==> src/rtl/srqfc_pkg.sv <==
// Shared types and constants for the serial receive qualify and flow control block.
// No dependencies; every other file imports this package.
package srqfc_pkg;

   localparam int unsigned CSR_INDEX_W = 3;

   localparam logic [7:0] CH_XON    = 8'h11;
   localparam logic [7:0] CH_XOFF   = 8'h13;
   localparam logic [7:0] CH_MARK   = 8'hFF;
   localparam logic [7:0] CH_NUL    = 8'h00;
   localparam logic [6:0] LOW7_XON  = 7'h11;
   localparam logic [6:0] LOW7_XOFF = 7'h13;

   typedef enum logic [3:0] {
      OP_RX_CHAR     = 4'd0,
      OP_TX_EMPTY    = 4'd1,
      OP_OUTPUT      = 4'd2,
      OP_SUSPEND     = 4'd3,
      OP_RESUME      = 4'd4,
      OP_BLOCK       = 4'd5,
      OP_UNBLOCK     = 4'd6,
      OP_RX_FLUSH    = 4'd7,
      OP_BREAK_START = 4'd8,
      OP_TIMER       = 4'd9
   } op_type;

   typedef enum logic [CSR_INDEX_W-1:0] {
      CSR_IXON         = 3'd0,
      CSR_IXANY        = 3'd1,
      CSR_PARITY_CHECK = 3'd2,
      CSR_IGNORE_BREAK = 3'd3,
      CSR_BREAK_INT    = 3'd4,
      CSR_IGNORE_PAR   = 3'd5,
      CSR_MARK_ERRORS  = 3'd6,
      CSR_STRIP        = 3'd7
   } csr_index_type;

   typedef enum logic [1:0] {
      KIND_RX_BYTE = 2'd0,
      KIND_TX_BYTE = 2'd1,
      KIND_BREAK   = 2'd2
   } kind_type;

   // What the receive side of one request leaves for the back end
   typedef enum logic [2:0] {
      RX_NONE   = 3'd0,
      RX_BYTE   = 3'd1,
      RX_BREAK  = 3'd2,
      RX_MARK   = 3'd3,
      RX_DOUBLE = 3'd4
   } rx_action_type;

   typedef struct packed {
      logic [3:0] operation;
      logic [7:0] rx_byte;
      logic       data_ready;
      logic       parity_error;
      logic       overrun_error;
      logic       framing_error;
      logic       break_detect;
      logic       tx_available;
      logic [7:0] tx_byte;
   } req_payload_type;

   typedef struct packed {
      logic [1:0] kind;
      logic [7:0] out_byte;
      logic       from_queue;
      logic       last;
   } rsp_payload_type;

   typedef struct packed {
      logic ixon_enable;
      logic ixany_enable;
      logic parity_check_enable;
      logic ignore_break;
      logic break_interrupt;
      logic ignore_parity_errors;
      logic mark_errors;
      logic strip_high_bit;
   } cfg_type;

   typedef struct packed {
      logic output_stopped;
      logic transmitter_busy;
      logic break_timeout;
      logic input_blocked;
      logic xoff_pending;
      logic xon_pending;
   } flags_type;

   typedef struct packed {
      logic          tx_valid;
      logic [7:0]    tx_byte;
      logic          tx_from_queue;
      rx_action_type rx_action;
      logic [7:0]    rx_byte;
   } entry_type;

   typedef struct packed {
      logic full;
      logic empty;
   } queue_status_type;

endpackage

==> src/rtl/srqfc_if.sv <==
// Valid/ready channel interfaces for the request and response sides.
// Depends on srqfc_pkg for the payload types.
interface srqfc_req_if import srqfc_pkg::*; ();
   logic            valid;
   logic            ready;
   req_payload_type payload;

   modport source (output valid, output payload, input ready);
   modport sink (input valid, input payload, output ready);
endinterface

interface srqfc_rsp_if import srqfc_pkg::*; ();
   logic            valid;
   logic            ready;
   rsp_payload_type payload;

   modport source (output valid, output payload, input ready);
   modport sink (input valid, input payload, output ready);
endinterface

==> src/rtl/serial_rx_qualify_flow_control.sv <==
// Top level of the serial receive qualify and flow control engine.
// Depends on srqfc_pkg, srqfc_if, srqfc_front, srqfc_queue and srqfc_back.

// For each accepted request the front end updates the line flags
// (stopped, busy, break timeout, blocked, pending XON/XOFF) and turns the
// request into a queue entry; requests that cause no response end there.
// A two-entry queue feeds the back end, which presents one response per
// cycle from an output register unless rsp_chan.ready holds it back; a
// request expands into one to four responses. Requests are taken back to
// back as long as the queue has room, including while a response waits on
// rsp_chan.ready. Configuration writes through csr_wr_en/csr_index/csr_wr_data
// take effect on the next cycle and belong only to idle periods.
module serial_rx_qualify_flow_control import srqfc_pkg::*; (
   input  logic                   clock,
   input  logic                   reset,
   srqfc_req_if.sink              req_chan,
   srqfc_rsp_if.source            rsp_chan,
   input  logic                   csr_wr_en,
   input  logic [CSR_INDEX_W-1:0] csr_index,
   input  logic                   csr_wr_data
);

   logic             push;
   logic             pop;
   entry_type        push_entry;
   entry_type        head;
   queue_status_type q_status;

   srqfc_front u_front (
      .clock       (clock),
      .reset       (reset),
      .req         (req_chan),
      .csr_wr_en   (csr_wr_en),
      .csr_index   (csr_index),
      .csr_wr_data (csr_wr_data),
      .q_status    (q_status),
      .push        (push),
      .entry       (push_entry)
   );

   srqfc_queue u_queue (
      .clock      (clock),
      .reset      (reset),
      .push       (push),
      .push_entry (push_entry),
      .pop        (pop),
      .head       (head),
      .status     (q_status)
   );

   srqfc_back u_back (
      .clock    (clock),
      .reset    (reset),
      .head     (head),
      .q_status (q_status),
      .pop      (pop),
      .rsp      (rsp_chan)
   );

endmodule

==> src/rtl/srqfc_front.sv <==
// Front end: config registers, line flags, request classification into queue entries.
// Depends on srqfc_pkg and srqfc_req_if.
module srqfc_front import srqfc_pkg::*; (
   input  logic                   clock,
   input  logic                   reset,
   srqfc_req_if.sink              req,
   input  logic                   csr_wr_en,
   input  logic [CSR_INDEX_W-1:0] csr_index,
   input  logic                   csr_wr_data,
   input  queue_status_type       q_status,
   output logic                   push,
   output entry_type              entry
);

   cfg_type   cfg_ff, cfg_in;
   flags_type flags_ff, flags_in;
   entry_type entry_in;
   logic      accept;

   assign req.ready = !q_status.full;
   assign accept    = req.valid && req.ready;

   always_comb begin
      cfg_in = cfg_ff;
      if (csr_wr_en) begin
         unique case (csr_index_type'(csr_index))
            CSR_IXON:         cfg_in.ixon_enable          = csr_wr_data;
            CSR_IXANY:        cfg_in.ixany_enable         = csr_wr_data;
            CSR_PARITY_CHECK: cfg_in.parity_check_enable  = csr_wr_data;
            CSR_IGNORE_BREAK: cfg_in.ignore_break         = csr_wr_data;
            CSR_BREAK_INT:    cfg_in.break_interrupt      = csr_wr_data;
            CSR_IGNORE_PAR:   cfg_in.ignore_parity_errors = csr_wr_data;
            CSR_MARK_ERRORS:  cfg_in.mark_errors          = csr_wr_data;
            CSR_STRIP:        cfg_in.strip_high_bit       = csr_wr_data;
            default:          cfg_in = cfg_ff;
         endcase
      end
   end

   always_comb begin
      req_payload_type p;
      logic [7:0]      c;
      logic [6:0]      low;
      logic            err;
      logic            send_req;
      logic            flow_char;

      p         = req.payload;
      flags_in  = flags_ff;
      entry_in  = '0;
      entry_in.rx_action = RX_NONE;
      send_req  = 1'b0;
      flow_char = 1'b0;
      c         = p.data_ready ? p.rx_byte : 8'h00;
      low       = c[6:0];
      err       = (p.parity_error && cfg_ff.parity_check_enable) || p.overrun_error
                  || p.framing_error || p.break_detect;

      unique case (op_type'(p.operation))
         OP_RX_CHAR: begin
            if (cfg_ff.ixon_enable) begin
               if (flags_ff.output_stopped) begin
                  if (low == LOW7_XON || cfg_ff.ixany_enable) begin
                     flags_in.output_stopped = 1'b0;
                     send_req = 1'b1;
                  end
               end else if (low == LOW7_XOFF) begin
                  flags_in.output_stopped = 1'b1;
               end
               flow_char = (low == LOW7_XON) || (low == LOW7_XOFF);
            end
            if (p.break_detect) begin
               c = 8'h00;
            end
            if (flow_char) begin
               entry_in.rx_action = RX_NONE;
            end else if (err) begin
               if (c == 8'h00 && cfg_ff.ignore_break) begin
                  entry_in.rx_action = RX_NONE;
               end else if (c == 8'h00 && cfg_ff.break_interrupt) begin
                  entry_in.rx_action = RX_BREAK;
               end else if (c != 8'h00 && cfg_ff.ignore_parity_errors) begin
                  entry_in.rx_action = RX_NONE;
               end else if (cfg_ff.mark_errors) begin
                  entry_in.rx_action = RX_MARK;
                  entry_in.rx_byte   = c;
               end else begin
                  entry_in.rx_action = RX_BYTE;
                  entry_in.rx_byte   = CH_NUL;
               end
            end else if (cfg_ff.strip_high_bit) begin
               entry_in.rx_action = RX_BYTE;
               entry_in.rx_byte   = {1'b0, c[6:0]};
            end else if (c == CH_MARK && cfg_ff.mark_errors) begin
               entry_in.rx_action = RX_DOUBLE;
            end else begin
               entry_in.rx_action = RX_BYTE;
               entry_in.rx_byte   = c;
            end
         end
         OP_TX_EMPTY: begin
            flags_in.transmitter_busy = 1'b0;
            send_req = 1'b1;
         end
         OP_OUTPUT: send_req = 1'b1;
         OP_SUSPEND: flags_in.output_stopped = 1'b1;
         OP_RESUME: begin
            flags_in.output_stopped = 1'b0;
            send_req = 1'b1;
         end
         OP_BLOCK: begin
            flags_in.xon_pending   = 1'b0;
            flags_in.input_blocked = 1'b1;
            flags_in.xoff_pending  = 1'b1;
            send_req = 1'b1;
         end
         OP_UNBLOCK, OP_RX_FLUSH: begin
            // flush does nothing unless input is blocked
            if (op_type'(p.operation) == OP_UNBLOCK || flags_ff.input_blocked) begin
               flags_in.xoff_pending  = 1'b0;
               flags_in.input_blocked = 1'b0;
               flags_in.xon_pending   = 1'b1;
               send_req = 1'b1;
            end
         end
         OP_BREAK_START: flags_in.break_timeout = 1'b1;
         OP_TIMER: begin
            flags_in.break_timeout = 1'b0;
            send_req = 1'b1;
         end
         default: send_req = 1'b0;
      endcase

      // send XOFF first, then XON, then the queued byte
      if (send_req && !flags_in.output_stopped && !flags_in.break_timeout
          && !flags_in.transmitter_busy) begin
         if (flags_in.xoff_pending) begin
            flags_in.xoff_pending     = 1'b0;
            flags_in.transmitter_busy = 1'b1;
            entry_in.tx_valid = 1'b1;
            entry_in.tx_byte  = CH_XOFF;
         end else if (flags_in.xon_pending) begin
            flags_in.xon_pending      = 1'b0;
            flags_in.transmitter_busy = 1'b1;
            entry_in.tx_valid = 1'b1;
            entry_in.tx_byte  = CH_XON;
         end else if (p.tx_available) begin
            flags_in.transmitter_busy = 1'b1;
            entry_in.tx_valid      = 1'b1;
            entry_in.tx_byte       = p.tx_byte;
            entry_in.tx_from_queue = 1'b1;
         end
      end
   end

   assign push  = accept && (entry_in.tx_valid || entry_in.rx_action != RX_NONE);
   assign entry = entry_in;

   always_ff @(posedge clock) begin
      if (reset) begin
         cfg_ff   <= '{strip_high_bit: 1'b1, default: 1'b0};
         flags_ff <= '0;
      end else begin
         cfg_ff <= cfg_in;
         if (accept) begin
            flags_ff <= flags_in;
         end
      end
   end

endmodule

==> src/rtl/srqfc_queue.sv <==
// Two-entry queue between the front end and the back end.
// Depends on srqfc_pkg.
module srqfc_queue import srqfc_pkg::*; (
   input  logic             clock,
   input  logic             reset,
   input  logic             push,
   input  entry_type        push_entry,
   input  logic             pop,
   output entry_type        head,
   output queue_status_type status
);

   entry_type  mem [2];
   logic       wr_ptr_ff, wr_ptr_in;
   logic       rd_ptr_ff, rd_ptr_in;
   logic [1:0] count_ff, count_in;

   assign status.full  = (count_ff == 2'd2);
   assign status.empty = (count_ff == 2'd0);
   assign head         = mem[rd_ptr_ff];

   always_comb begin
      wr_ptr_in = push ? !wr_ptr_ff : wr_ptr_ff;
      rd_ptr_in = pop ? !rd_ptr_ff : rd_ptr_ff;
      count_in  = count_ff + {1'b0, push} - {1'b0, pop};
   end

   always_ff @(posedge clock) begin
      if (reset) begin
         wr_ptr_ff <= 1'b0;
         rd_ptr_ff <= 1'b0;
         count_ff  <= 2'd0;
      end else begin
         wr_ptr_ff <= wr_ptr_in;
         rd_ptr_ff <= rd_ptr_in;
         count_ff  <= count_in;
      end
   end

   always_ff @(posedge clock) begin
      if (push) begin
         mem[wr_ptr_ff] <= push_entry;
      end
   end

   a_no_overflow: assert property (@(posedge clock) disable iff (reset)
      push |-> !status.full)
      else $error("queue written while full");

   a_no_underflow: assert property (@(posedge clock) disable iff (reset)
      pop |-> !status.empty)
      else $error("queue read while empty");

endmodule

==> src/rtl/srqfc_back.sv <==
// Back end: expands each queue entry into one to four responses, one per cycle unless held by rsp.ready.
// Depends on srqfc_pkg and srqfc_rsp_if.
module srqfc_back import srqfc_pkg::*; (
   input  logic             clock,
   input  logic             reset,
   input  entry_type        head,
   input  queue_status_type q_status,
   output logic             pop,
   srqfc_rsp_if.source      rsp
);

   logic            rsp_valid_ff, rsp_valid_in;
   rsp_payload_type rsp_data_ff, rsp_data_in;
   logic [1:0]      step_ff, step_in;
   logic            load;
   logic [2:0]      tx_n, rx_n, total, rel;
   logic            last;

   assign rsp.valid   = rsp_valid_ff;
   assign rsp.payload = rsp_data_ff;
   assign load        = !q_status.empty && (!rsp_valid_ff || rsp.ready);

   always_comb begin
      tx_n = {2'b00, head.tx_valid};
      unique case (head.rx_action)
         RX_BYTE, RX_BREAK: rx_n = 3'd1;
         RX_MARK:           rx_n = 3'd3;
         RX_DOUBLE:         rx_n = 3'd2;
         default:           rx_n = 3'd0;
      endcase
      total = tx_n + rx_n;
      last  = ({1'b0, step_ff} == total - 3'd1);
      rel   = {1'b0, step_ff} - tx_n;

      rsp_data_in      = '0;
      rsp_data_in.last = last;
      if ({1'b0, step_ff} < tx_n) begin
         rsp_data_in.kind       = KIND_TX_BYTE;
         rsp_data_in.out_byte   = head.tx_byte;
         rsp_data_in.from_queue = head.tx_from_queue;
      end else begin
         unique case (head.rx_action)
            RX_BREAK: begin
               rsp_data_in.kind     = KIND_BREAK;
               rsp_data_in.out_byte = CH_NUL;
            end
            RX_MARK: begin
               rsp_data_in.kind = KIND_RX_BYTE;
               unique case (rel[1:0])
                  2'd0:    rsp_data_in.out_byte = CH_MARK;
                  2'd1:    rsp_data_in.out_byte = CH_NUL;
                  default: rsp_data_in.out_byte = head.rx_byte;
               endcase
            end
            RX_DOUBLE: begin
               rsp_data_in.kind     = KIND_RX_BYTE;
               rsp_data_in.out_byte = CH_MARK;
            end
            default: begin
               rsp_data_in.kind     = KIND_RX_BYTE;
               rsp_data_in.out_byte = head.rx_byte;
            end
         endcase
      end

      pop     = load && last;
      step_in = step_ff;
      if (load) begin
         step_in = last ? 2'd0 : step_ff + 2'd1;
      end

      rsp_valid_in = rsp_valid_ff;
      if (load) begin
         rsp_valid_in = 1'b1;
      end else if (rsp.ready) begin
         rsp_valid_in = 1'b0;
      end
   end

   always_ff @(posedge clock) begin
      if (reset) begin
         rsp_valid_ff <= 1'b0;
         step_ff      <= 2'd0;
      end else begin
         rsp_valid_ff <= rsp_valid_in;
         step_ff      <= step_in;
      end
   end

   always_ff @(posedge clock) begin
      if (load) begin
         rsp_data_ff <= rsp_data_in;
      end
   end

   a_step_idle_zero: assert property (@(posedge clock) disable iff (reset)
      q_status.empty |-> step_ff == 2'd0)
      else $error("expansion step left nonzero with empty queue");

   a_pop_marks_last: assert property (@(posedge clock) disable iff (reset)
      pop |=> rsp_valid_ff && rsp_data_ff.last)
      else $error("entry retired without a final response");

endmodule
==> src/flat_wrapper.sv <==
// flat-port wrapper written by rule: the top's interface ports become plain ports
module serial_rx_qualify_flow_control_flat import srqfc_pkg::*;
  (clock, reset, csr_wr_en, csr_index, csr_wr_data, req_chan_valid, req_chan_payload, req_chan_ready, rsp_chan_valid, rsp_chan_payload, rsp_chan_ready);
  srqfc_req_if req_chan_i ();
  srqfc_rsp_if rsp_chan_i ();
  input  logic clock;
  input  logic reset;
  input  logic csr_wr_en;
  input  logic [CSR_INDEX_W-1:0] csr_index;
  input  logic csr_wr_data;
  input wire logic [$bits(req_chan_i.valid)-1:0] req_chan_valid;
  input wire logic [$bits(req_chan_i.payload)-1:0] req_chan_payload;
  output wire logic [$bits(req_chan_i.ready)-1:0] req_chan_ready;
  output wire logic [$bits(rsp_chan_i.valid)-1:0] rsp_chan_valid;
  output wire logic [$bits(rsp_chan_i.payload)-1:0] rsp_chan_payload;
  input wire logic [$bits(rsp_chan_i.ready)-1:0] rsp_chan_ready;
  assign req_chan_i.valid = req_chan_valid;
  assign req_chan_i.payload = req_chan_payload;
  assign req_chan_ready = req_chan_i.ready;
  assign rsp_chan_valid = rsp_chan_i.valid;
  assign rsp_chan_payload = rsp_chan_i.payload;
  assign rsp_chan_i.ready = rsp_chan_ready;
  serial_rx_qualify_flow_control u_core (.clock(clock), .reset(reset), .req_chan(req_chan_i), .rsp_chan(rsp_chan_i), .csr_wr_en(csr_wr_en), .csr_index(csr_index), .csr_wr_data(csr_wr_data));
endmodule
==> config.mk <==
export PLATFORM = sky130hd
export DESIGN_NAME = serial_rx_qualify_flow_control_flat
export DESIGN_NICKNAME = d
export VERILOG_FILES = /design/src/rtl/srqfc_pkg.sv /design/src/rtl/srqfc_if.sv /design/src/rtl/serial_rx_qualify_flow_control.sv /design/src/rtl/srqfc_front.sv /design/src/rtl/srqfc_queue.sv /design/src/rtl/srqfc_back.sv /design/src/flat_wrapper.sv
export SDC_FILE = /design/constraint.sdc
export NUM_CORES = 1
export LEC_CHECK = 0
export ABC_AREA = 1
export BUFFER_PORTS_ARGS = -buffer_cell sky130_fd_sc_hd__buf_2
export CAP_MARGIN = 0
export CORE_MARGIN = 5
export CORE_UTILIZATION = 46
export DETAILED_ROUTE_END_ITERATION = 12
export PLACE_DENSITY_LB_ADDON = 0.08
export SLEW_MARGIN = 20
export SYNTH_ARGS = -nofsm -noshare
export SYNTH_HDL_FRONTEND = slang
export SYNTH_SLANG_ARGS = --single-unit
==> constraint.sdc <==
create_clock -name clock -period 2.7 [get_ports clock]
set_input_delay 0.135 -clock clock [delete_from_list [all_inputs] [get_ports clock]]
set_output_delay 0.135 -clock clock [all_outputs]
set_load 0.02 [all_outputs]
---- After elaboration in Yosys (flattened, before gate mapping) ----
Memory sizes are Yosys's and may differ from the RTL's. A register that Yosys moved wholly into a read port is not among the register bits.
Index checks and enable logic that the tools add are counted.
storage, ports and cells
  bits in writable memories ............... 42
  input port bits ......................... 35
  latch bits .............................. 0
  memories kept ........................... 1
  register bits after elaboration ......... 33
  bits in read-only memories .............. 0
memories
  memory              words  bits a word  rd ports  clocked after Yosys merged registers in  wr ports  line               source
  u_core.u_queue.mem  2      21           1         1                                        1         srqfc_queue.sv:13  entry_type mem [2];
operators by class
  magnitude comparators ................... 1
  divide/modulo/power cells ............... 0
  mux-type cells .......................... 56
  reduce and logical (&&, ||, !) cells .... 49
  equality and inequality tests ........... 27
  add/subtract/negate cells ............... 6
  shifts and indexed selects .............. 0
  bitwise operators ....................... 0
  multipliers ............................. 0
operators with widths
  operator              number
  $mux W8               9
  $mux W11              3
  $mux W10              3
  $pmux W10 S3          1
  $mux W1               24
  $mux W9               2
  $eq A4 B3 Y1 const B  4
  $pmux W8 S2           1
  $reduce_and A2 Y1     8
  $eq A3 B3 Y1 const B  5
  $eq A7 B5 Y1 const B  2
  $eq A3 B2 Y1 const B  4
  $logic_and A1 B1 Y1   12
  $mux W3               4
  $eq A4 B2 Y1 const B  2
  $eq A4 B4 Y1 const B  2
  $eq A8 B8 Y1 const B  1
  $logic_not A1 Y1      8
  $logic_not A8 Y1      1
  $logic_or A1 B1 Y1    8
  $mux W2               4
  $reduce_bool A8 Y1    1
  $eq A3 B1 Y1 const B  2
  $pmux W1 S3           2
  22 further kinds      26

---- Logic depth before layout (Yosys ltp) ----
Gate-level depths: netlist (run 1).
  depth after elaboration ................. 16
  depth in mapped cells ................... 20

---- Modules after synthesis ----
A second synthesis (run 1) with hierarchy kept.
unflattened totals
  cells, all modules ...................... 449
  area total of the unflattened synthesis .. 4098.9 µm²
modules (own cells, without submodules)
  module       instances  area an instance (µm²)  cells an instance
  srqfc_queue  1          1823.0                  97
  srqfc_front  1          1268.7                  210
  srqfc_back   1          1007.2                  142

---- Worst setup path after synthesis (run 1) ----
OpenSTA, ideal clock, no wires.
  kind .................................... reg2reg
  start point ............................. register with a tool-made name
  end point ............................... register u_core.u_queue.count_ff[1]
  clock period less this slack ............ 2.693 ns
  library setup time ...................... 0.070 ns
  setup slack ............................. 0.007 ns
  buffers on the path ..................... 2
  arrival time ............................ 2.624 ns
  cell stages (with the launch flop) ...... 16
  cell sequence ........................... dfxtp_1 > buf_4 > clkbuf_1 > o21ai_0 > ha_1 > ha_1 > xnor2_1 > nor3_1 > nand2_1 > inv_1 > ha_1 > inv_1 > ha_1 > xor2_1 > o21ai_0 > a21oi_1
RTL lines
  what                  line               source
  to (signal assigned)  srqfc_queue.sv:36  count_ff <= count_in;
  to (decl)             srqfc_queue.sv:16  logic [1:0] count_ff, count_in;

==> out/qor.yml, run 1 <==
outcome: "finished, final reports clean"
start_kind: "flip-flop"
placed_area_um2: 4210
synth_most_common_cell: "nand2_1"
clockBufferDepth: 2
synth_top_cell_by_area: "edfxtp_1"
pwr-share-seq_pct: 47.8
avgSynthCellArea_um2: 8.98
viasPerCell: 4.92
grt-ovfl-total: 0
irDropWorstVdd_mv: 0.252
final_util_pct: 56.1
place_hpwl_um: 5960
netSwitchingFraction_pct: 29.6
synth_ff_type: "edfxtp_1"
clkPwrFrac_pct: 30.0
power.switching_mw: 0.846
synth.area.mux_share_pct: 1.06
stdcell_count: 602
combPwrFrac_pct: 22.1
dieArea_um2: 10100
vias: 2963
synth_cell_types: 37
synthXorXnorAreaFrac_pct: 1.16
final_net_count: 533
holdWs_ns: 0.105
dr.pass1.iters: 4
slew_violations: 0
ys_top_cells_by_area: "edfxtp_1 43%, dfxtp_1 12%, nand2_1 6.5%"
p_leak_nw: 1.92
worstHoldPathCells: 4
max_freq_mhz: 379
crit_end: "u_core.u_queue.count_ff[1]"
tightest_slew_ns: 0.445
crit_fanout: 7
ant_nets: 0
hp-class: "in2reg"
crit_arrival_ns: 2.92
grt_pass1_wl_um: 13600
io_pins: 49
grt_usage_pct: 17.4
synth_edf_count: 54
p_per_area_nw_per_um2: 630
p_int_mw: 2.01
synth-simple-area-share_pct: 22.4
fin_crit_ns: 2.64
fin_crit_sh_pct: 97.6
tns_ns: 0
cts.clk_slew.worst_paths_ns: 0.08
yosys_register_bits: 76
coreArea_um2: 8090
grt_max_degree: 22
htree_levels: 3
synth_fa_ha_area_share_pct: 1.99
clk_latency_ns: 0.35
synthCells: 419
synth_top_family_by_area: "simple AND/OR/NAND/NOR gates"
setup_viol: 0
reg2reg_to: "u_core.u_queue.count_ff[1]"
fin_skew_ns: 0.0133
power.total_mw: 2.86
cp-end-kind: "flip-flop"
drt_wl_total_um: 8100
cp.required_ns: 2.98
cts_sinks: 76
synth_area_um2: 3760
rr_worst_depth: 19
io_buffers: 48
ys_top_cells_by_count: "65 x nand2_1, 55 x nor2_1, 54 x edfxtp_1, 50 x inv_1, 30 x o21ai_0"
diodes: 0
place_ws_ns: -0.218
drc: 0
synth_compound_area_share_pct: 11.7
synth_nets: 460
clockRootBuffer: "clkbuf_8"
area_growth_pct: 20.6
synth_top_area_share_pct: 43.1
ys_seq_area_share_pct: 54.8
slew-limit-headroom_pct: 70.4
antenna_found_initial: 0
critPathKind: "reg2reg"
rsz0062_at_grt: "true"
cts_tree: "yes"
yosysWarnings: 0
die_w_um: 100
r2r_setup_slack_ns: 0.06
rows: 33
grt_pass1_vias: 2945
layout-drive-gt1-share_pct: 28.0
dr.first_iter.drc_count: 99
wl_per_cell_um: 13.5
numCtsBuffers: 9
fin_ws_ns: 0.0644
routabilityCongestion: 0.831
drv_cap: 0
hold_viol: 0
ctsHoldBuffers: 0
start_util_pct: 46.5
synthArstFlopShare_pct: 0
die_y_um: 100
fin_area_um2: 4540
dp_cells: 579
[routing by layer]
| layer | part of all wire [%] | global-route usage (%) | wire length (µm) | vias up |
|---|---|---|---|---|
| li1 | - | - | - | 1548 |
| met1 | 44 | 21.3 | 3540 | 1357 |
| met2 | 51 | 30.1 | 4160 | 51 |
| met3 | 3.7 | 4.08 | 302 | 7 |
| met4 | 1.2 | 5.70 | 95 | 0 |
| met5 | 0 | 0 | 0 | - |
[layout make-up]
type	count	area [µm²]
Clock buffer	10	128
Inverter	61	234
Sequential cell	76	2070
Multi-Input combinational cell	275	1520
Fill cell	776	3550
Tap cell	105	131
Timing Repair Buffer	69	398
Clock inverter	6	65.1
[worst max-delay path: stages (launching register included)]
cell      delay, ns
dfxtp_4        0.38
inv_6          0.05
or2_4          0.25
o21ai_4        0.08
nand2b_4       0.08
nor2_4         0.12
inv_2          0.05
nand2_2        0.05
inv_2          0.04
ha_4           0.21
xnor2_2        0.14
nor3_2         0.20
nand2_1        0.12
inv_2          0.08
ha_4           0.19
inv_2          0.06
ha_4           0.13
xor2_2         0.16
o21ai_1        0.09
a21oi_1        0.10
[worst min path at each step]
stage                              from  slack, ns                   endpoint
detailed placement         csr_index[0]       0.46   u_core.u_front.cfg_ff[0]
floorplan                  csr_index[0]       0.30   u_core.u_front.cfg_ff[0]
global placement         rsp_chan_ready       0.45    u_core.u_back.rsp.valid
global route        req_chan_payload[5]       0.11  u_core.u_queue.mem[0][17]
CTS                      rsp_chan_ready       0.09    u_core.u_back.rsp.valid
finish                   rsp_chan_ready       0.10    u_core.u_back.rsp.valid
[power by group through the flow]
stage | registers, mW | clock network [mW] | logic [mW]
after global placement | 1.39 | 0 | 0.565
after global routing | 1.37 | 0.932 | 0.718
after floorplan | 1.43 | 0 | 0.327
after CTS | 1.37 | 0.877 | 0.606
final | 1.37 | 0.858 | 0.633
after detailed placement | 1.39 | 0 | 0.577
[registers in the layout (all words and copies together) (netlist names), 2 cells and up, named ones only]
name / count
u_core.u_back.rsp.payload: 12
u_core.u_front.cfg_ff: 8
u_core.u_queue.count_ff: 2
u_core.u_queue.mem: 42
u_core.u_front.flags_ff: 6
u_core.u_back.step_ff: 2
[logic make-up after synthesis]
logic type | after synthesis
simple gates | 182
buf+inv | 68
flops | 76
xor+xnor | 5
fa+ha+maj | 6
mux | 4
compound gates | 78
[timing repair]
item / CTS / global route
setup endpoints to repair: 2 / 2
buffers inserted: 3 / 4
pin swaps: 2 / 9
resized for setup: 12 / 11
gates cloned: 0 / 0
[cell usage in the layout, fill, tap and decap left out, types with 3 or more instances in the layout]
cell,count
inv_1,46
buf_4,21
nand2_2,6
nand2_1,64
dfxtp_1,21
o21ai_0,28
nand4_1,3
nor2_1,55
or2_2,3
nand3_1,24
o21ai_2,3
edfxtp_1,54
nor3_2,3
ha_4,3
clkbuf_8,9
nor2_2,8
o211ai_1,4
inv_2,14
mux2i_1,4
buf_2,48
a21oi_1,26
nor3_1,7
o21ai_1,8
(Power assumes the default switching activity.)
==> run 2: changes to the inputs <==
--- a/config.mk
+++ b/config.mk
@@ -8,9 +8,11 @@
 export ABC_AREA = 1
 export BUFFER_PORTS_ARGS = -buffer_cell sky130_fd_sc_hd__buf_2
 export CAP_MARGIN = 0
+export CORE_ASPECT_RATIO = 0.7
 export CORE_MARGIN = 5
 export CORE_UTILIZATION = 46
 export DETAILED_ROUTE_END_ITERATION = 12
+export GPL_ROUTABILITY_DRIVEN = 0
 export PLACE_DENSITY_LB_ADDON = 0.08
 export SLEW_MARGIN = 20
 export SYNTH_ARGS = -nofsm -noshare
==> out/qor.yml, run 2 (same netlist as run 1, synthesis figures left out) <==
fin_skew_ns: 0.00686  # -0.00645 ns
start_kind: "flip-flop"
combPwrFrac_pct: 19.7  # -2.4 points
place_hpwl_um: 6340  # +6.3%
outcome: "finished, final reports clean"
final_cell_mix: "64 x nand2_1, 54 x nor2_1, 54 x edfxtp_1"
dr.pass1.iters: 5  # +1
layout-drive-gt1-share_pct: 27.5  # -0.44 points
layout_commonest_cell: "nand2_1"
wl_per_cell_um: 14.2  # +5.9%
cp.required_ns: 2.97  # about the same
hp-class: "in2reg"
clockBufferDepth: 2  # unchanged
grt_pass1_vias: 2965  # +0.68%
grt-ovfl-total: 0  # unchanged
cts_tree: "yes"
tightest_slew_ns: 0.442  # -0.00232 ns
cp_num_buf_inv: 5  # unchanged
die_y_um: 85.7  # -15%
crit_family: "simple AND/OR/NAND/NOR gates"
final_net_count: 530  # -0.56%
coreArea_um2: 7910  # -2.3%
fin_crit_ns: 2.56  # -0.0780 ns
hold_viol: 0  # unchanged
rows: 27  # -18%
holdWs_ns: 0.115  # +0.0103 ns
power.switching_mw: 0.856  # +1.2%
io_pins: 49  # unchanged
rsz0062_at_grt: "true"
slew-limit-headroom_pct: 70.5  # +0.15 points
p_leak_nw: 1.95  # +1.5%
netSwitchingFraction_pct: 27.2  # -2.4 points
cp-end-kind: "flip-flop"
max_freq_mhz: 391  # +3.0%
io_buffers: 48  # unchanged
drv_cap: 0  # unchanged
diodes: 0  # unchanged
dr.first_iter.drc_count: 154  # +56%
cts.clk_slew.worst_paths_ns: 0.05  # -0.03 ns
p_per_area_nw_per_um2: 681  # +8.1%
regMostFlops: "u_core.u_queue.mem"
crit_arrival_ns: 2.82  # -0.10 ns
antenna_found_initial: 0  # unchanged
p_int_mw: 2.29  # +14%
critical_path.cell_chain: "inv_4, or2_0, o21ai_2, nand2b_4, nor2_4, inv_2, nand2_2, inv_2, ha_4, xnor2_2, nor3_2, nand2_1, inv_2, ha_4, inv_4, ha_4, xor2_2, o21ai_1, a21oi_1"
clockRootBuffer: "clkbuf_16"
pwr-share-seq_pct: 43.7  # -4.1 points
area_growth_pct: 22.7
critPathKind: "reg2reg"
crit_fanout: 6  # -1
dieArea_um2: 10100  # +0.28%
largest_register_ffs: 42  # unchanged
grt_usage_pct: 17.5  # +0.11 points
grt_pass1_wl_um: 14000  # +2.7%
grt_max_degree: 22  # unchanged
cp_slowest_cell: "dfxtp_4"
vias: 2997  # +1.1%
final_util_pct: 58.4  # +2.3 points
slew_violations: 0  # unchanged
irDropWorstVdd_mv: 0.480  # +91%
nFillCells: 727  # -6.3%
ctsHoldBuffers: 0  # unchanged
htree_levels: 3  # unchanged
clkPwrFrac_pct: 36.6  # +6.6 points
drc: 0  # unchanged
setup_viol: 0  # unchanged
start_util_pct: 47.6  # +1.1 points
die_w_um: 118  # +18%
clk_latency_ns: 0.33  # -0.02 ns
ant_nets: 0  # unchanged
cts_sinks: 76  # unchanged
drt_wl_total_um: 8480  # +4.7%
cpPeakStageDelay_ns: 0.37  # about the same
viasPerCell: 5.04  # +2.3%
fin_crit_sh_pct: 94.7  # -2.9 points
numCtsBuffers: 9  # unchanged
==> run 2: cell count changes in the layout (fill, tap and decap cells not counted), sizes merged <==
cell / previous run / this run
clkinv: 4 / 3
clkbuf: 10 / 11
buf: 69 / 66
==> run 2: final timing paths <==
path / start / endpoint / slack (ns) / depth (start not counted)
max: flip-flop / u_core.u_queue.count_ff[1] / 0.14 / 19
min: rsp_chan_ready / u_core.u_back.rsp.valid / 0.12 / 4
max reg2reg: flip-flop / u_core.u_queue.count_ff[1] / 0.14 / 19
min reg2reg: u_core.u_front.flags_ff[0] / u_core.u_front.flags_ff[0] / 0.47 / 2
==> run 2: worst min-delay path, cell delays in order <==
cell,delay [ns]
buf_2,0.08
nor2_1,0.05
nor2_1,0.09
nor2_1,0.04
==> run 2: per-layer routing <==
layer / track usage (%) / up-vias / wire length (µm)
met4: 4.69 / 0 / 90
met1: 24.0 / 1379 / 4070
li1: - / 1537 / -
met2: 27.4 / 73 / 3880
met5: 0 / - / 0
met3: 4.81 / 8 / 436
==> run 2: stage by stage <==
stage / power [mW] / setup WS [ns] / instances / setup TNS (ns) / cell area [µm²]
after floorplan: 1.76 / 0.00670 / 419 / 0 / 3760
after global placement: 1.95 / -0.0250 / 575 / -0.0250 / 4210
after detailed placement: 1.96 / -0.163 / 575 / -0.163 / 4210
after CTS: 3.14 / -0.0446 / 595 / -0.0446 / 4530
after global routing: 3.31 / -0.0220 / 595 / -0.0220 / 4620
final: 3.14 / 0.142 / 595 / 0 / 4620
==> run 2: layout make-up <==
cell class                 count  area [µm²]  share of cell area [%]
inverter                      61         234                    5.07
multi-input combinational    275        1530                    33.1
timing repair buffer          66         375                    8.13
tap                          101         126                    2.74
sequential                    76        2070                    44.7
clock buffer                  11         233                    5.04
clock inverter                 5        52.6                    1.14
==> run 2: power groups by stage <==
stage	clock network, mW	registers [mW]	logic [mW]
after floorplan	0	1.43	0.327
after global placement	0	1.39	0.561
after detailed placement	0	1.39	0.571
after CTS	1.18	1.37	0.587
after global routing	1.24	1.38	0.691
final	1.15	1.37	0.619
==> run 2: timing repair <==
item                                    4_1_cts  5_1_grt
setup buffers                                 4        0
pin swaps                                     3        7
resized for setup                             6       16
endpoints found under the setup margin        1        6
==> run 3: changes to the inputs <==
==> constraint.sdc (replaced) <==
create_clock -name clock -period 2.5 [get_ports clock]
set_input_delay 0.125 -clock clock [delete_from_list [all_inputs] [get_ports clock]]
set_output_delay 0.125 -clock clock [all_outputs]
set_load 0.02 [all_outputs]
==> out/qor.yml, run 3 (same netlist as run 1, synthesis figures left out) <==
outcome: "finished with violations"
violations: "negative setup slack"
antenna_found_initial: 0  # unchanged
clockRootBuffer: "clkbuf_16"
p_leak_nw: 2.00  # +2.6%
min_from: "rsp_chan_ready"
drc: 0  # unchanged
ctsHoldBuffers: 0  # unchanged
place_hpwl_um: 6450  # +1.7%
critical_path.cell_chain: "inv_4, or2_0, o21ai_2, nand2b_4, nor2_4, inv_2, nand2_2, inv_2, ha_4, xnor2_2, nor3_2, nand2_1, inv_2, ha_4, inv_2, ha_4, xor2_2, o21ai_1, a21oi_1"
drv_cap: 0  # unchanged
crit_fanout: 5  # -1
final_cell_mix: "63 x nand2_1, 54 x edfxtp_1, 53 x nor2_1"
die_y_um: 85.7  # unchanged
coreArea_um2: 7910  # unchanged
start_kind: "flip-flop"
viasPerCell: 4.99  # -0.97%
min_to: "u_core.u_back.rsp.valid"
io_pins: 49  # unchanged
reg2reg_to: "u_core.u_queue.count_ff[1]"
rows: 27  # unchanged
final_util_pct: 59.7  # +1.3 points
stdcell_count: 601  # +1.0%
regMostFlops: "u_core.u_queue.mem"
slew-limit-headroom_pct: 70.4  # -0.10 points
largest_register_ffs: 42  # unchanged
vias: 2998  # +0.033%
final_net_count: 536  # +1.1%
fin_skew_ns: 0.00672  # -0.000140 ns
dieArea_um2: 10100  # unchanged
dr.first_iter.drc_count: 184  # +19%
tightest_slew_ns: 0.444  # +0.00150 ns
cp.required_ns: 2.77  # -0.20 ns
io_buffers: 48  # unchanged
dr.pass1.iters: 4  # -1
power.total_mw: 3.56  # +13%
cts_tree: "yes"
crit_family: "simple AND/OR/NAND/NOR gates"
holdWs_ns: 0.0961  # -0.0190 ns
max_freq_mhz: 382  # -2.3%
cpPeakStageDelay_ns: 0.37  # about the same
hp-class: "in2reg"
place_ws_ns: -0.241  # -0.0772 ns
critPathKind: "reg2reg"
dp_cells: 582  # +1.2%
hold_viol: 0  # unchanged
setup_viol: 1  # +1
die_w_um: 118  # unchanged
critPathMostFrequentCell: "inv_2"
cts_sinks: 76  # unchanged
cts.clk_slew.worst_paths_ns: 0.06  # about the same
grt-ovfl-total: 0  # unchanged
wl_per_cell_um: 14.2  # about the same
rr_worst_depth: 19  # unchanged
grt_max_degree: 22  # unchanged
rsz0062_at_grt: "true"
crit_arrival_ns: 2.89  # +0.07 ns
cp_slowest_cell: "dfxtp_4"
clockBufferDepth: 2  # unchanged
drt_wl_total_um: 8560  # +1.0%
fin_crit_sh_pct: 105  # +10 points
clk_latency_ns: 0.34  # about the same
r2r_setup_slack_ns: -0.12  # -0.26 ns
irDropWorstVdd_mv: 0.467  # -2.7%
htree_levels: 3  # unchanged
diodes: 0  # unchanged
grt_usage_pct: 17.8  # +0.37 points
cp-end-kind: "flip-flop"
start_util_pct: 47.6  # unchanged
p_per_area_nw_per_um2: 755  # +11%
worstHoldPathCells: 4  # unchanged
fin_crit_ns: 2.62  # +0.0597 ns
fin_ws_ns: -0.117  # -0.260 ns
ant_nets: 0  # unchanged
numCtsBuffers: 9  # unchanged
layout_commonest_cell: "nand2_1"
area_growth_pct: 25.4
grt_pass1_wl_um: 14300  # +2.0%
slew_violations: 0  # unchanged
layout-drive-gt1-share_pct: 29.8  # +2.3 points
cp_num_buf_inv: 5  # unchanged
grt_pass1_vias: 2996  # +1.0%
run 3: worst max-delay path by stage:
stage / slack, ns / to / start / cells after the start
final: -0.12 / u_core.u_queue.count_ff[1] / flip-flop / 19
after detailed placement: -0.24 / u_core.u_queue.count_ff[1] / flip-flop / 18
after global placement: -0.14 / u_core.u_queue.count_ff[1] / u_core.u_queue.mem[0][9] / 18
after global routing: -0.28 / u_core.u_queue.count_ff[1] / flip-flop / 19
after floorplan: -0.11 / u_core.u_queue.count_ff[1] / flip-flop / 20
after CTS: -0.15 / u_core.u_queue.count_ff[1] / flip-flop / 19
run 3: layout make-up:
type | count | area, µm²
Clock buffer | 9 | 225
Clock inverter | 7 | 100
Fill cell | 704 | 3190
Inverter | 61 | 231
Multi-Input combinational cell | 275 | 1540
Sequential cell | 76 | 2070
Tap cell | 101 | 126
Timing Repair Buffer | 72 | 428
run 3: power breakdown:
part | total [mW] | switching, mW | internal, mW | leakage (nW)
logic | 0.693 | 0.423 | 0.270 | 1.14
clock network | 1.39 | 0.506 | 0.879 | 0.160
registers | 1.48 | 0.0326 | 1.45 | 0.696
total | 3.56 | 0.961 | 2.60 | 2.00
run 3: metal layers:
layer / vias to the layer above / routed length, µm / share of wire, % / GRT usage (%)
li1: 1547 / - / - / -
met5: - / 0 / 0 / 0
met2: 71 / 3750 / 44 / 27.0
met4: 0 / 103 / 1.2 / 5.21
met3: 13 / 533 / 6.2 / 5.93
met1: 1367 / 4170 / 49 / 24.5
run 3: tightest hold or removal path: stages:
cell	delay, ns
buf_2	0.08
nor2_1	0.04
nor2_1	0.10
nor2_1	0.04
run 3: stage by stage:
step	area, µm²	TNS, ns
after floorplan	3770	-0.109
after global placement	4260	-0.140
after detailed placement	4260	-0.298
after CTS	4630	-0.205
after global routing	4720	-0.351
final	4720	-0.117
run 3: what timing repair did:
item | CTS | global route
resized for setup | 9 | 20
pin swaps | 3 | 10
buffers inserted | 3 | 3
setup endpoints to repair | 2 | 14
